File: config.mk
export PLATFORM = sky130hd
export DESIGN_NAME = bmap_spot
export DESIGN_NICKNAME = d
export VERILOG_FILES = /design/src/sv/bmap_pkg.sv /design/src/sv/bmap_spot.sv
export SDC_FILE = /design/constraint.sdc
export NUM_CORES = 1
export LEC_CHECK = 0
export ABC_CLOCK_PERIOD_IN_PS = 15170
export BUFFER_PORTS_ARGS = -buffer_cell sky130_fd_sc_hd__buf_2
export CAP_MARGIN = 20
export CORE_UTILIZATION = 45
export CTS_CLUSTER_DIAMETER = 200
export DETAILED_ROUTE_END_ITERATION = 10
export PLACE_DENSITY_LB_ADDON = 0.1
export SLEW_MARGIN = 20
export SYNTH_ARGS = -nofsm -noshare
export SYNTH_HDL_FRONTEND = slang
export SYNTH_SLANG_ARGS = --single-unit
File: constraint.sdc
create_clock -name clk_i -period 15.17 [get_ports clk_i]
set_clock_uncertainty 0.15 [all_clocks]
set_input_delay 3.034 -clock clk_i [delete_from_list [all_inputs] [get_ports clk_i]]
set_output_delay 3.034 -clock clk_i [all_outputs]
set_load 0.005 [all_outputs]
File: src/sv/bmap_pkg.sv
// ----------------------------------------------------------------------------
// bmap_pkg
// Shared types and constants of the bump map shader: geometry limits,
// register indexes, reset values and the structs passed between stages.
// ----------------------------------------------------------------------------
package bmap_pkg;

  localparam int MAX_WIDTH  = 1024;
  localparam int MAX_HEIGHT = 1024;

  localparam int COL_W   = $clog2(MAX_WIDTH);
  localparam int ROW_W   = $clog2(MAX_HEIGHT);
  localparam int DIM_W   = 11;  // geometry register width
  localparam int LIGHT_W = 9;
  localparam int PIX_W   = 8;

  localparam int CFG_IDX_W  = 2;
  localparam int CFG_DATA_W = 11;

  // signed width that holds sample - sample + light - coordinate exactly
  localparam int NRM_W = ((COL_W > ROW_W ? COL_W : ROW_W) > LIGHT_W ?
                          (COL_W > ROW_W ? COL_W : ROW_W) : LIGHT_W) + 3;

  localparam int SQRT_STEPS = 8;
  localparam int SPOT_CUT   = 64516;  // 254*254: at or above, shade is zero

  localparam logic [DIM_W-1:0]   RST_FRAME_WIDTH  = 11'd340;
  localparam logic [DIM_W-1:0]   RST_FRAME_HEIGHT = 11'd360;
  localparam logic [LIGHT_W-1:0] RST_LIGHT_X      = 9'd256;
  localparam logic [LIGHT_W-1:0] RST_LIGHT_Y      = 9'd336;

  typedef enum logic [CFG_IDX_W-1:0] {
    REG_FRAME_WIDTH  = 2'd0,
    REG_FRAME_HEIGHT = 2'd1,
    REG_LIGHT_X      = 2'd2,
    REG_LIGHT_Y      = 2'd3
  } cfg_reg_e;

  typedef struct packed {
    logic [DIM_W-1:0]   frame_width;
    logic [DIM_W-1:0]   frame_height;
    logic [LIGHT_W-1:0] light_x;
    logic [LIGHT_W-1:0] light_y;
  } cfg_t;

  typedef struct packed {
    logic [COL_W-1:0] col;
    logic [ROW_W-1:0] row;
    logic             last;
  } pix_tag_t;

  typedef struct packed {
    logic             valid;
    pix_tag_t         tag;
    logic [PIX_W-1:0] nx;
    logic [PIX_W-1:0] ny;
  } norm_t;

endpackage

File: src/sv/bmap_spot.sv
// ----------------------------------------------------------------------------
// bmap_spot
// Reflection spot pipeline: squared distance, scaling, pipelined integer
// square root (one root bit per stage) and the output register.
// ----------------------------------------------------------------------------
module bmap_spot
  import bmap_pkg::*;
(
  input  logic             clk_i,
  input  logic             rst_ni,
  input  norm_t            norm_i,
  input  logic             out_ready_i,
  output logic             adv_o,
  output logic             out_valid_o,
  output logic [PIX_W-1:0] shade_o,
  output pix_tag_t         tag_o
);

  logic signed [15:0]    ax, ay;
  logic [15:0]           d_n;
  logic                  a_valid_q, b_valid_q, c_valid_q;
  pix_tag_t              a_tag_q, b_tag_q, c_tag_q;
  logic [15:0]           a_d_q;
  logic [30:0]           b_tgt_q;
  logic [30:0]           tgt_m1;
  logic [16:0]           rad17;
  logic [15:0]           c_rad_q;
  logic                  c_zero_q, c_over_q;

  logic                  sq_valid_q [SQRT_STEPS];
  pix_tag_t              sq_tag_q   [SQRT_STEPS];
  logic [15:0]           sq_rad_q   [SQRT_STEPS];
  logic [7:0]            sq_root_q  [SQRT_STEPS];
  logic [7:0]            root_n     [SQRT_STEPS];
  logic                  sq_zero_q  [SQRT_STEPS];
  logic                  sq_over_q  [SQRT_STEPS];

  logic                  out_valid_q;
  logic [PIX_W-1:0]      shade_q;
  pix_tag_t              tag_q;
  logic [PIX_W-1:0]      shade_n;

  function automatic logic [7:0] sqrt_step(input logic [7:0] root,
                                           input logic [15:0] rad,
                                           input logic [2:0] bitpos);
    logic [7:0]  cand;
    logic [15:0] sq;
    cand = root | (8'd1 << bitpos);
    sq   = 16'(cand) * 16'(cand);
    return (sq <= rad) ? cand : root;
  endfunction

  // whole pipeline holds while the output register waits
  assign adv_o = !out_valid_q || out_ready_i;

  always_comb begin
    ax  = 16'($signed({1'b0, norm_i.nx})) - 16'sd128;
    ay  = 16'($signed({1'b0, norm_i.ny})) - 16'sd128;
    d_n = 16'(ax * ax) + 16'(ay * ay);
  end

  // k = ceil(sqrt(T)/128) = floor(sqrt((T-1)>>14)) + 1 for T > 0
  always_comb begin
    tgt_m1 = b_tgt_q - 1'b1;
    rad17  = 17'(tgt_m1 >> 14);
  end

  always_comb begin
    root_n[0] = sqrt_step(8'd0, c_rad_q, 3'd7);
    for (int j = 1; j < SQRT_STEPS; j++) begin
      root_n[j] = sqrt_step(sq_root_q[j-1], sq_rad_q[j-1], 3'(SQRT_STEPS - 1 - j));
    end
  end

  always_comb begin
    if (sq_over_q[SQRT_STEPS-1]) begin
      shade_n = '0;
    end else if (sq_zero_q[SQRT_STEPS-1]) begin
      shade_n = 8'd255;
    end else begin
      shade_n = 8'd254 - sq_root_q[SQRT_STEPS-1];
    end
  end

  always_ff @(posedge clk_i or negedge rst_ni) begin
    if (!rst_ni) begin
      a_valid_q   <= 1'b0;
      b_valid_q   <= 1'b0;
      c_valid_q   <= 1'b0;
      out_valid_q <= 1'b0;
      for (int j = 0; j < SQRT_STEPS; j++) begin
        sq_valid_q[j] <= 1'b0;
      end
    end else if (adv_o) begin
      a_valid_q     <= norm_i.valid;
      b_valid_q     <= a_valid_q;
      c_valid_q     <= b_valid_q;
      sq_valid_q[0] <= c_valid_q;
      for (int j = 1; j < SQRT_STEPS; j++) begin
        sq_valid_q[j] <= sq_valid_q[j-1];
      end
      out_valid_q   <= sq_valid_q[SQRT_STEPS-1];
    end
  end

  always_ff @(posedge clk_i) begin
    if (adv_o) begin
      a_tag_q  <= norm_i.tag;
      a_d_q    <= d_n;
      b_tag_q  <= a_tag_q;
      b_tgt_q  <= 31'(32'(a_d_q) * 32'd65025);
      c_tag_q  <= b_tag_q;
      c_rad_q  <= rad17[15:0];
      c_zero_q <= (b_tgt_q == '0);
      c_over_q <= (b_tgt_q != '0) && (rad17 >= 17'(SPOT_CUT));
      sq_tag_q[0]  <= c_tag_q;
      sq_rad_q[0]  <= c_rad_q;
      sq_root_q[0] <= root_n[0];
      sq_zero_q[0] <= c_zero_q;
      sq_over_q[0] <= c_over_q;
      for (int j = 1; j < SQRT_STEPS; j++) begin
        sq_tag_q[j]  <= sq_tag_q[j-1];
        sq_rad_q[j]  <= sq_rad_q[j-1];
        sq_root_q[j] <= root_n[j];
        sq_zero_q[j] <= sq_zero_q[j-1];
        sq_over_q[j] <= sq_over_q[j-1];
      end
      shade_q <= shade_n;
      tag_q   <= sq_tag_q[SQRT_STEPS-1];
    end
  end

  assign out_valid_o = out_valid_q;
  assign shade_o     = shade_q;
  assign tag_o       = tag_q;

`ifndef SYNTHESIS
  a_root_low: assert property (@(posedge clk_i) disable iff (!rst_ni)
    (sq_valid_q[SQRT_STEPS-1] && !sq_over_q[SQRT_STEPS-1]) |->
    (18'(sq_root_q[SQRT_STEPS-1]) * 18'(sq_root_q[SQRT_STEPS-1]) <=
     18'(sq_rad_q[SQRT_STEPS-1])))
    else $error("square root too large");

  a_root_high: assert property (@(posedge clk_i) disable iff (!rst_ni)
    (sq_valid_q[SQRT_STEPS-1] && !sq_over_q[SQRT_STEPS-1]) |->
    ((18'(sq_root_q[SQRT_STEPS-1]) + 18'd1) * (18'(sq_root_q[SQRT_STEPS-1]) + 18'd1) >
     18'(sq_rad_q[SQRT_STEPS-1])))
    else $error("square root too small");

  a_flags_excl: assert property (@(posedge clk_i) disable iff (!rst_ni)
    c_valid_q |-> !(c_zero_q && c_over_q))
    else $error("zero distance flagged as outside the spot");
`endif

endmodule

; ---- Word level (Yosys, flattened, before mapping)
; Memories as Yosys holds them, arrays and structs flattened. A register that Yosys moved wholly into a read port is not among the register bits.
; Index checks and enable logic that the tools add are counted.
[word_totals]
ff_bits = 148
mem_bits_rw = 376
input_bits = 41
mem_count = 5
[memory_table]
columns = name, words, width, read_ports, rd_clocked_by_memory_dff, wr, line_no
row1 = sq_tag_q, 8, 21, 8, 1, 8, bmap_spot.sv:31  ; pix_tag_t sq_tag_q [SQRT_STEPS];
row2 = sq_rad_q, 8, 16, 7, 0, 8, bmap_spot.sv:32  ; logic [15:0] sq_rad_q [SQRT_STEPS];
row3 = sq_root_q, 8, 8, 8, 0, 8, bmap_spot.sv:33  ; logic [7:0] sq_root_q [SQRT_STEPS];
row4 = sq_over_q, 8, 1, 8, 0, 8, bmap_spot.sv:36  ; logic sq_over_q [SQRT_STEPS];
row5 = sq_zero_q, 8, 1, 8, 0, 8, bmap_spot.sv:35  ; logic sq_zero_q [SQRT_STEPS];
[op_classes]
n_addsub = 5
multipliers = 10
magnitude_cmp = 9
n_mux = 11
reduce_logical = 5
[ops]
columns = cell, count
row1 = $le 16x16->1, 7
row2 = $mul 8x8->16, 7
row3 = $mul 9x9->16, 2
row4 = $logic_not 31->1, 1
row5 = $mul 16x16->31 const B, 1
row6 = $reduce_bool 31->1, 1
row7 = $sub 31x1->31 const B, 1
row8 = $sub 8x8->9 const B, 2
row9 = $ge 17x16->1 const B, 1
row10 = $add 16x16->16, 1
row11 = $le 15x16->1 const A, 1
row12 = $mux 8, 2
row13 = $sub 8x8->8 const A, 1
row14 = $mux 7, 1
row15 = $mux 6, 1
row16 = $mux 5, 1
row17 = $mux 4, 1
row18 = $mux 1, 3
row19 = $mux 3, 1
row20 = $mux 2, 1
row21 = $logic_and 1x1->1, 1
row22 = $logic_not 1->1, 1
row23 = $logic_or 1x1->1, 1

; ---- Depth between registers and ports, before layout
; Gate-level depths: netlist (run 1).
[depth]
word_depth = 4
ltp_mapped = 25

; ---- Least setup slack after synthesis (run 1)
; Ideal clock, no wire load.
[synth_timing]
path_type = in2out
from = input out_ready_i
to = output adv_o
arrival_ns = 12.762
t_required_ns = 11.986
setup_slack_ns = -0.776
cell_stages = 3
cell_sequence = nor2b_1 > clkbuf_1 > inv_1
[synth_via]
elab_chain_cells = 1
[synth_rtl]
columns = item, line_no
row1 = start: declaration, bmap_spot.sv:12  ; input logic out_ready_i,
row2 = $logic_or 1x1->1, bmap_spot.sv:54  ; assign adv_o = !out_valid_q || out_ready_i;
row3 = end: declaration, bmap_spot.sv:13  ; output logic adv_o,
; Every way passes these cells.

; ---- Final worst setup path (run 1)
[layout_timing]
from = input norm_i[15] in the netlist's numbering
to = register a_d_q[15] (data pin)
[layout_via]
elab_chain_cells = 3
[layout_rtl]
columns = item, line_no
row1 = start: declaration, bmap_spot.sv:11  ; input norm_t norm_i,
row2 = $sub 8x8->9, bmap_spot.sv:57  ; ax = 16'($signed({1'b0, norm_i.nx})) - 16'sd128;
row3 = $mul 9x9->16, bmap_spot.sv:59  ; d_n = 16'(ax * ax) + 16'(ay * ay);
row4 = $add 16x16->16, bmap_spot.sv:59
row5 = via d_n[15], bmap_spot.sv:20  ; logic [15:0] d_n;
row6 = end signal: assignment, bmap_spot.sv:109  ; a_d_q <= d_n;
row7 = end: declaration, bmap_spot.sv:23  ; logic [15:0] a_d_q;
; The timed path passes the listed nets, and every way through them passes these cells.
; A chain may end at the register's enable or synchronous reset.

==> flow_metrics.env, run 1 <==
export IMPL_cp_max_fo=10
export IMPL_ant_nets=0
export IMPL_clock_sinks=501
export IMPL_die_area_mm2=0.0656
export IMPL_syn_inst=2062
export IMPL_grt_pass1_vias=16000
export IMPL_htree_num_levels=2
export IMPL_max_freq_mhz=114
export IMPL_synth_nets=2654
export IMPL_track_usage=0.151
export IMPL_hold_start="sq_tag_q[5][1]"
export IMPL_antenna_found_initial=1
export IMPL_design_area_mm2=0.0323
export IMPL_layout_common_cells="edfxtp_1 (489), inv_1 (379), ha_1 (320)"
export IMPL_setup_viol_count_final=0
export IMPL_holdPathEnd="sq_tag_q[6][1]"
export IMPL_n_antenna_cell=0
export IMPL_layout_commonest_cell="edfxtp_1"
export IMPL_crit_path_end_kind="flip-flop"
export IMPL_place_congestion=0.842
export IMPL_synth_main_ff_cell="edfxtp_1"
export IMPL_dr_total_vias=14900
export IMPL_ys_seq_area_frac=0.516
export IMPL_ys_types=58
export IMPL_highest_layer="met4"
export IMPL_cts_tree="done"
export IMPL_required_ns=15.36
export IMPL_critPathKind="primary input to flip-flop"
export IMPL_critPathArrivalTime_ns=8.97
export IMPL_fin_nets=2776
export IMPL_status="completed"
export IMPL_wirelength_um=46900
export IMPL_viasPerCell=4.84
export IMPL_wl_met2_um=23600
export IMPL_rows=92
export IMPL_clockBufferDepth=3
export IMPL_r2r_slack_ns=8.90
export IMPL_syn_to_final_growth_pct=11.1
export IMPL_start_util=0.458
export IMPL_dp_hpwl_um=36000
export IMPL_tns_ns=0
export IMPL_hold_depth=0
export IMPL_placed_area_mm2=0.0305
export IMPL_grt_setup_unrepaired="no"
export IMPL_slew_headroom=0.325
export IMPL_syn_area_mm2=0.0290
export IMPL_dr_wl_met3_um=1280
export IMPL_r2r_start="sq_root_q[1][17]"
export IMPL_min_period_ns=8.78
export IMPL_core_area_mm2=0.0634
export IMPL_hold_violations=0
export IMPL_n_fill_cell=5426
export IMPL_worstMarginPinSlew_ns=1.01
export IMPL_cts_resized=0
export IMPL_met1_length_um=21100
export IMPL_synth_seq_cells=501
export IMPL_io_pins=72
export IMPL_avgRoutedWirePerCell_um=15.3
export IMPL_overflow=0
export IMPL_start_kind="primary input"
export IMPL_r2r_cells=20
export IMPL_ys_async_sr_fraction=0.0240
export IMPL_die_x_um=256
export IMPL_holdBufCountCts=0
export IMPL_drc=0
export IMPL_min_path_type="flip-flop to flip-flop"
export IMPL_drive_above_1_share=0.0826
export IMPL_die_y_um=256
export IMPL_firstDrtPassIters=5
export IMPL_cts_root_buf="clkbuf_16"
export IMPL_synth_edff_count=489
export IMPL_drtIter0Drc=864
export IMPL_grt_max_degree=188
export IMPL_grt_pass1_wl_um=80000
export IMPL_portBuffers=71
export IMPL_slew_violations=0
export IMPL_clock_latency_ns=0.60
export IMPL_avgSynthCellArea_um2=14.1
export IMPL_cts_setup_buffers=0
export IMPL_clkTransAtPathRegs_ns=0.06
export IMPL_cts_buffers=54
export IMPL_finalCritPeriodShare=0.579
export IMPL_rr_endpoint="sq_root_q[1][24]"
export IMPL_synth_warning_count=0
export IMPL_max_cap_viol_count=0
==> per-stage QoR <==
step           setup slack, ns  std cells  hold slack (ns)  utilization
2_1_floorplan             2.86       2062            0.250            -
5_1_grt                   6.03       3073            0.271        0.509
3_3_place_gp              5.85       2974            0.251        0.481
3_5_place_dp              5.74       2974            0.255        0.481
4_1_cts                   6.38       3073            0.264        0.509
6_report                  6.39       3073            0.264        0.509
==> sequential cells by signal, indices dropped and copies added, names as in the netlist, 8 cells and up <==
register	flops
b_tgt_q	31
shade_o	8
sq_rad_q	112
sq_over_q	8
tag_o	21
sq_zero_q	8
sq_valid_q	8
sq_tag_q	168
b_tag_q	21
a_d_q	16
sq_root_q	36
c_rad_q	16
a_tag_q	21
c_tag_q	21
==> Yosys cell counts (3+ instances only) <==
cell | instances | share of area
a211oi_1 | 4 | 0.0010
nand2_1 | 69 | 0.0089
nand4_1 | 17 | 0.0037
dfrtp_1 | 12 | 0.010
nor4_1 | 9 | 0.0019
nor2_1 | 62 | 0.0080
clkbuf_1 | 10 | 0.0013
mux2i_1 | 4 | 0.0014
o41ai_1 | 3 | 0.00090
o22ai_1 | 4 | 0.00086
o21bai_1 | 8 | 0.0021
or2_2 | 13 | 0.0028
a31oi_1 | 3 | 0.00065
o31ai_1 | 4 | 0.0010
a21oi_1 | 61 | 0.011
o211ai_1 | 3 | 0.00078
nor3_1 | 12 | 0.0021
edfxtp_1 | 489 | 0.51
o21a_1 | 11 | 0.0028
and2_1 | 42 | 0.0090
nand3_1 | 12 | 0.0021
or3_1 | 6 | 0.0013
xor2_1 | 28 | 0.0084
nor4b_1 | 3 | 0.00090
inv_1 | 380 | 0.049
xnor2_1 | 94 | 0.028
o21ai_0 | 34 | 0.0059
a21o_1 | 21 | 0.0054
nand2b_1 | 21 | 0.0045
fa_1 | 231 | 0.16
mux2_2 | 12 | 0.0047
nor2b_1 | 21 | 0.0045
and3_1 | 7 | 0.0015
nor3b_1 | 3 | 0.00078
ha_1 | 320 | 0.14
or4_1 | 3 | 0.00078
==> critical path, cell delays in order <==
cell      delay, ns
buf_2          0.18
inv_1          0.14
nand2_1        0.15
inv_1          0.13
fa_1           0.55
inv_1          0.05
fa_1           0.50
inv_1          0.06
fa_1           0.53
inv_1          0.05
fa_1           0.50
inv_1          0.05
fa_1           0.47
fa_1           0.55
inv_1          0.05
fa_1           0.50
inv_1          0.04
ha_1           0.32
a21oi_1        0.23
nor2b_1        0.08
o21a_1         0.20
o211ai_1       0.29
o21ai_0        0.17
xnor2_1        0.14
==> kinds of logic after synthesis <==
family,count (synthesis),share of synthesized area
flip-flops,501,0.516
XOR/XNOR,122,0.0368
AND/OR/NAND/NOR,311,0.0573
adder cells (fa/ha/maj),551,0.297
buffers and inverters,391,0.0505
AO/OA/AOI/OAI,170,0.0363
multiplexers,16,0.00603
==> layer usage <==
layer  vias to the layer above  track usage
met2                       142        0.258
met1                      7394        0.199
met4                         0       0.0398
li1                       7281            -
met5                         -            0
met3                        71       0.0239
==> area by class of cell <==
cell class	count	area (um2)	area share
well taps	846	1060	0.0328
flip-flops and latches	501	15000	0.465
clock buffers	67	1400	0.0434
multi-input cells	1170	12600	0.390
inverters	380	1430	0.0443
clock inverters	32	375	0.0116
repair buffers	77	413	0.0128
==> worst max-delay path by stage <==
stage	start	endpoint	slack [ns]	cells past startpoint
floorplan	out_ready_i	adv_o	2.86	3
global placement	norm_i[15]	a_d_q[15]	5.85	24
detailed placement	norm_i[15]	a_d_q[15]	5.74	24
CTS	norm_i[15]	a_d_q[15]	6.38	24
global route	norm_i[15]	a_d_q[15]	6.03	24
finish	norm_i[15]	a_d_q[15]	6.39	24
Power of run 1 is left out: the tool's default activity adds up to more than one toggle a clock period on the data nets, which glitch-free logic cannot reach.
==> inputs of run 2 (changes only) <==
--- a/config.mk
+++ b/config.mk
@@ -5,7 +5,7 @@
 export SDC_FILE = /design/constraint.sdc
 export NUM_CORES = 1
 export LEC_CHECK = 0
-export ABC_CLOCK_PERIOD_IN_PS = 15170
+export ABC_CLOCK_PERIOD_IN_PS = 8100
 export BUFFER_PORTS_ARGS = -buffer_cell sky130_fd_sc_hd__buf_2
 export CAP_MARGIN = 20
 export CORE_UTILIZATION = 45
==> constraint.sdc (replaced) <==
create_clock -name clk_i -period 8.1 [get_ports clk_i]
set_clock_uncertainty 0.15 [all_clocks]
set_input_delay 1.62 -clock clk_i [delete_from_list [all_inputs] [get_ports clk_i]]
set_output_delay 1.62 -clock clk_i [all_outputs]
set_load 0.005 [all_outputs]
==> run 2 against run 1 <==
Compared with the run above:
- die area unchanged
- via count down 0.74%
- routed wire length down 1.7%
- non-clock buffer count up 1
- cell count up 0.13%
- register-to-register slack worse by 7.0 ns
- setup slack worse by 5.6 ns
- critical path type unchanged
==> flow_metrics.env, run 2 (synthesis results as in run 1) <==
export IMPL_status="completed"
export IMPL_drive_above_1_share=0.0879
export IMPL_min_period_ns=7.30
export IMPL_cts_setup_buffers=0
export IMPL_start_kind="primary input"
export IMPL_overflow=0
export IMPL_clock_sinks=501
export IMPL_worstMarginPinSlew_ns=0.925
export IMPL_grt_pass1_wl_um=78600
export IMPL_min_path_type="flip-flop to flip-flop"
export IMPL_max_cap_viol_count=0
export IMPL_clkTransAtPathRegs_ns=0.06
export IMPL_hold_depth=0
export IMPL_cts_resized=0
export IMPL_setup_viol_count_final=0
export IMPL_die_y_um=256
export IMPL_placed_area_mm2=0.0305
export IMPL_rows=92
export IMPL_drc=0
export IMPL_core_area_mm2=0.0634
export IMPL_cts_buffers=55
export IMPL_largest_reg_flops=168
export IMPL_n_antenna_cell=0
export IMPL_r2r_cells=20
export IMPL_hold_start="c_rad_q[8]"
export IMPL_slew_headroom=0.383
export IMPL_syn_to_final_growth_pct=11.4
export IMPL_final_core_util=0.510
export IMPL_max_freq_mhz=137
export IMPL_antenna_found_initial=0
export IMPL_viasPerCell=4.80
export IMPL_whs_ns=0.235
export IMPL_r2r_slack_ns=1.92
export IMPL_cts_root_buf="clkbuf_16"
export IMPL_rr_endpoint="sq_root_q[1][24]"
export IMPL_cp_max_fo=9
export IMPL_dr_total_vias=14800
export IMPL_design_area_mm2=0.0324
export IMPL_grt_pass1_vias=15900
export IMPL_r2r_start="sq_root_q[1][21]"
export IMPL_worst_slack_ns=0.799
export IMPL_drtIter0Drc=706
export IMPL_fin_nets=2778
export IMPL_top_register="sq_tag_q"
export IMPL_largestRegisters="sq_tag_q: 168 flops, sq_rad_q: 112 flops, sq_root_q: 36 flops"
export IMPL_wirelength_um=46100
export IMPL_cts_tree="done"
export IMPL_pre_cts_ws_ns=0.230
export IMPL_required_ns=8.25
export IMPL_layout_commonest_cell="edfxtp_1"
export IMPL_die_area_mm2=0.0656
export IMPL_io_pins=72
export IMPL_htree_num_levels=2
export IMPL_firstDrtPassIters=5
export IMPL_grt_setup_unrepaired="no"
export IMPL_dp_hpwl_um=35300
export IMPL_hold_violations=0
export IMPL_crit_path_end_kind="flip-flop"
export IMPL_place_congestion=0.837
export IMPL_holdBufCountCts=0
export IMPL_start_util=0.458
export IMPL_clockBufferDepth=3
export IMPL_grt_max_degree=222
export IMPL_clock_latency_ns=0.60
export IMPL_ant_nets=0
export IMPL_critPathKind="primary input to flip-flop"
export IMPL_finalCritPeriodShare=0.901
export IMPL_avgRoutedWirePerCell_um=15.0
export IMPL_layout_common_cells="edfxtp_1 (489), inv_1 (379), ha_1 (320)"
export IMPL_track_usage=0.147
export IMPL_slew_violations=0
export IMPL_critPathArrivalTime_ns=7.45
export IMPL_portBuffers=71
export IMPL_holdPathEnd="sq_rad_q[0][8]"
export IMPL_die_x_um=256
run 2: layer usage:
metal / vias up / wire [um] / global-route usage
met2: 134 / 23400 / 0.259
met3: 72 / 1300 / 0.0246
met5: - / 0 / 0
li1: 7276 / - / -
met1: 7296 / 20500 / 0.189
met4: 0 / 947 / 0.0379
run 2: worst max path at each step:
stage                            from         to  slack, ns  cells past startpoint
final                      norm_i[15]  a_d_q[15]       0.80                     20
after global routing       norm_i[15]  a_d_q[15]       0.57                     24
after CTS                  norm_i[15]  a_d_q[15]       0.83                     20
after detailed placement    norm_i[7]  a_d_q[15]       0.23                     22
after global placement     norm_i[15]  a_d_q[15]       0.32                     24
after floorplan           out_ready_i   a_d_q[0]      -1.74                      3
run 2: metrics by stage:
stage / cells / setup TNS [ns]
detailed placement: 2974 / 0
finish: 3077 / 0
floorplan: 2062 / -853.04
global route: 3077 / 0
CTS: 3076 / 0
global placement: 2974 / 0
run 2: final cells by class:
type | instances | area, um2
well taps | 846 | 1060
clock buffers | 62 | 1400
inverters | 380 | 1430
clock inverters | 40 | 437
multi-input cells | 1170 | 12600
fillers | 5405 | 31100
repair buffers | 78 | 440
flip-flops and latches | 501 | 15000
run 2: worst max-delay path: stages:
cell and delay [ns]:
buf_2 0.10, buf_4 0.15, or2_2 0.29, fa_1 0.53, fa_1 0.55, inv_1 0.05, fa_1 0.54, fa_1 0.45
fa_1 0.52, fa_1 0.55, inv_1 0.05, fa_1 0.49, inv_1 0.04, ha_1 0.33, a21oi_1 0.23, nor2b_1 0.09
o21a_1 0.20, o211ai_1 0.33, o21ai_0 0.18, xnor2_1 0.15
Power of run 2 is left out for the same reason.
==> inputs of run 3 (changes only) <==
--- a/config.mk
+++ b/config.mk
@@ -5,6 +5,7 @@
 export SDC_FILE = /design/constraint.sdc
 export NUM_CORES = 1
 export LEC_CHECK = 0
+export ABC_AREA = 1
 export ABC_CLOCK_PERIOD_IN_PS = 8100
 export BUFFER_PORTS_ARGS = -buffer_cell sky130_fd_sc_hd__buf_2
 export CAP_MARGIN = 20
@@ -12,7 +13,7 @@
 export CTS_CLUSTER_DIAMETER = 200
 export DETAILED_ROUTE_END_ITERATION = 10
 export PLACE_DENSITY_LB_ADDON = 0.1
-export SLEW_MARGIN = 20
+export SLEW_MARGIN = 40
 export SYNTH_ARGS = -nofsm -noshare
 export SYNTH_HDL_FRONTEND = slang
 export SYNTH_SLANG_ARGS = --single-unit
==> run 3 against run 2 <==
Compared with the run above:
- cell count is 11% higher
- sequential share of layout area fell by 0.79 points
- setup slack improved by 0.043 ns
- routed wire length is 10% higher
- via count rose by 10%
- critical path type unchanged
==> flow_metrics.env, run 3 <==
export IMPL_status="completed"
export IMPL_clkTransAtPathRegs_ns=0.06
export IMPL_hold_depth=0
export IMPL_n_antenna_cell=0
export IMPL_holdPathEnd="sq_tag_q[6][7]"
export IMPL_highest_layer="met4"
export IMPL_holdBufCountCts=0
export IMPL_die_area_mm2=0.0673
export IMPL_grt_setup_unrepaired="no"
export IMPL_track_usage=0.157
export IMPL_required_ns=8.28
export IMPL_cts_resized=0
export IMPL_min_path_type="flip-flop to flip-flop"
export IMPL_slew_headroom=0.546
export IMPL_place_inst=3306
export IMPL_synth_top_cell_area_share=0.492
export IMPL_avgSynthCellArea_um2=12.5
export IMPL_finalCritPeriodShare=0.896
export IMPL_avgRoutedWirePerCell_um=14.9
export IMPL_rr_endpoint="sq_root_q[1][24]"
export IMPL_crit_path_end_kind="flip-flop"
export IMPL_die_x_um=259
export IMPL_clock_sinks=501
export IMPL_tns_ns=0
export IMPL_die_y_um=259
export IMPL_antenna_found_initial=0
export IMPL_yosys_cell_count_top_type="inv_1"
export IMPL_clock_latency_ns=0.59
export IMPL_ys_seq_area_frac=0.502
export IMPL_setup_viol_count_final=0
export IMPL_critPathKind="primary input to flip-flop"
export IMPL_slew_violations=0
export IMPL_hold_violations=0
export IMPL_design_area_mm2=0.0329
export IMPL_viasPerCell=4.79
export IMPL_synth_seq_cells=501
export IMPL_layout_commonest_cell="inv_1"
export IMPL_worstMarginPinSlew_ns=0.681
export IMPL_fin_nets=3089
export IMPL_portBuffers=71
export IMPL_r2r_slack_ns=2.15
export IMPL_synth_nets=2979
export IMPL_cp_max_fo=9
export IMPL_met1_length_um=22400
export IMPL_dr_total_vias=16300
export IMPL_clockBufferDepth=3
export IMPL_synth_common_cells="inv_1 (522), edfxtp_1 (489), ha_1 (320)"
export IMPL_overflow=0
export IMPL_yosys_top_cells_area="edfxtp_1 (49%), fa_1 (16%), ha_1 (13%)"
export IMPL_dp_hpwl_um=39100
export IMPL_place_congestion=0.832
export IMPL_max_cap_viol_count=0
export IMPL_r2r_start="sq_root_q[1][23]"
export IMPL_hold_start="sq_tag_q[5][7]"
export IMPL_top_register="sq_tag_q"
export IMPL_drtIter0Drc=822
export IMPL_ys_async_sr_fraction=0.0240
export IMPL_whs_ns=0.265
export IMPL_r2r_cells=24
export IMPL_wirelength_um=50800
export IMPL_start_kind="primary input"
export IMPL_cts_root_buf="clkbuf_16"
export IMPL_cts_buffers=51
export IMPL_instances_no_fill=3402
export IMPL_yosysTopAreaCell="edfxtp_1"
export IMPL_largest_reg_flops=168
export IMPL_htree_num_levels=2
export IMPL_largestRegisters="sq_tag_q: 168 flops, sq_rad_q: 112 flops, sq_root_q: 36 flops"
export IMPL_synth_edff_count=489
export IMPL_firstDrtPassIters=5
export IMPL_syn_area_mm2=0.0298
export IMPL_synth_warning_count=0
export IMPL_drc=0
export IMPL_max_freq_mhz=138
export IMPL_dr_wl_met3_um=1760
export IMPL_syn_inst=2387
export IMPL_ant_nets=0
export IMPL_wl_met2_um=25500
export IMPL_syn_to_final_growth_pct=10.3
export IMPL_drive_above_1_share=0.0796
export IMPL_io_pins=72
export IMPL_grt_pass1_vias=17100
export IMPL_min_period_ns=7.26
export IMPL_start_util=0.455
export IMPL_cts_setup_buffers=0
export IMPL_ys_types=46
export IMPL_grt_pass1_wl_um=84300
export IMPL_grt_max_degree=177
export IMPL_critPathArrivalTime_ns=7.44
export IMPL_layout_common_cells="inv_1 (522), edfxtp_1 (489), ha_1 (320)"
export IMPL_synth_main_ff_cell="edfxtp_1"
export IMPL_rows=94
export IMPL_placed_area_mm2=0.0313
export IMPL_cts_tree="done"
export IMPL_core_area_mm2=0.0656
## run 3: per-stage QoR
stage / worst slack [ns] / utilization
6_report: 0.842 / 0.501
5_1_grt: 0.421 / 0.501
4_1_cts: 0.873 / 0.501
3_5_place_dp: 0.270 / 0.476
3_3_place_gp: 0.373 / 0.476
2_1_floorplan: 0.600 / -
## run 3: layout make-up
type	instances	area, um2
Clock buffer	62	1340
Clock inverter	32	245
Fill cell	5808	32700
Inverter	522	1960
Multi-Input combinational cell	1342	12800
Sequential cell	501	15000
Tap cell	864	1080
Timing Repair Buffer	79	488
## run 3: worst max path at each step
stage	from	endpoint	slack (ns)
floorplan	norm_i[0]	a_d_q[15]	0.60
global placement	norm_i[2]	a_d_q[15]	0.37
detailed placement	norm_i[2]	a_d_q[15]	0.27
CTS	norm_i[2]	a_d_q[15]	0.87
global route	norm_i[8]	a_d_q[13]	0.42
finish	norm_i[2]	a_d_q[15]	0.84
## run 3: critical path, cell delays in order
cell and delay, ns:
buf_2 0.17, inv_1 0.14, nor2_1 0.25, inv_1 0.10
fa_1 0.62, inv_1 0.16, fa_1 0.58, fa_1 0.57
inv_1 0.06, fa_1 0.53, inv_1 0.06, fa_1 0.53
inv_1 0.05, fa_1 0.55, inv_1 0.05, ha_1 0.29
ha_1 0.36, nand2_1 0.09, nor3_1 0.20, nand3_1 0.11
o2111ai_1 0.14, nand3b_1 0.14, nand2_1 0.06
## run 3: routing by layer
| metal | vias to the layer above | GRT usage |
|---|---|---|
| met2 | 209 | 0.272 |
| li1 | 8037 | - |
| met5 | - | 0 |
| met3 | 62 | 0.0237 |
| met4 | 0 | 0.0435 |
| met1 | 7985 | 0.203 |
## run 3: cells by family after synthesis
family,share of synthesized area
XOR/XNOR,0.0320
buffers and inverters,0.0684
AND/OR/NAND/NOR,0.0729
AO/OA/AOI/OAI,0.0310
multiplexers,0.00411
flip-flops,0.502
adder cells (fa/ha/maj),0.289
Power of run 3 is left out for the same reason.
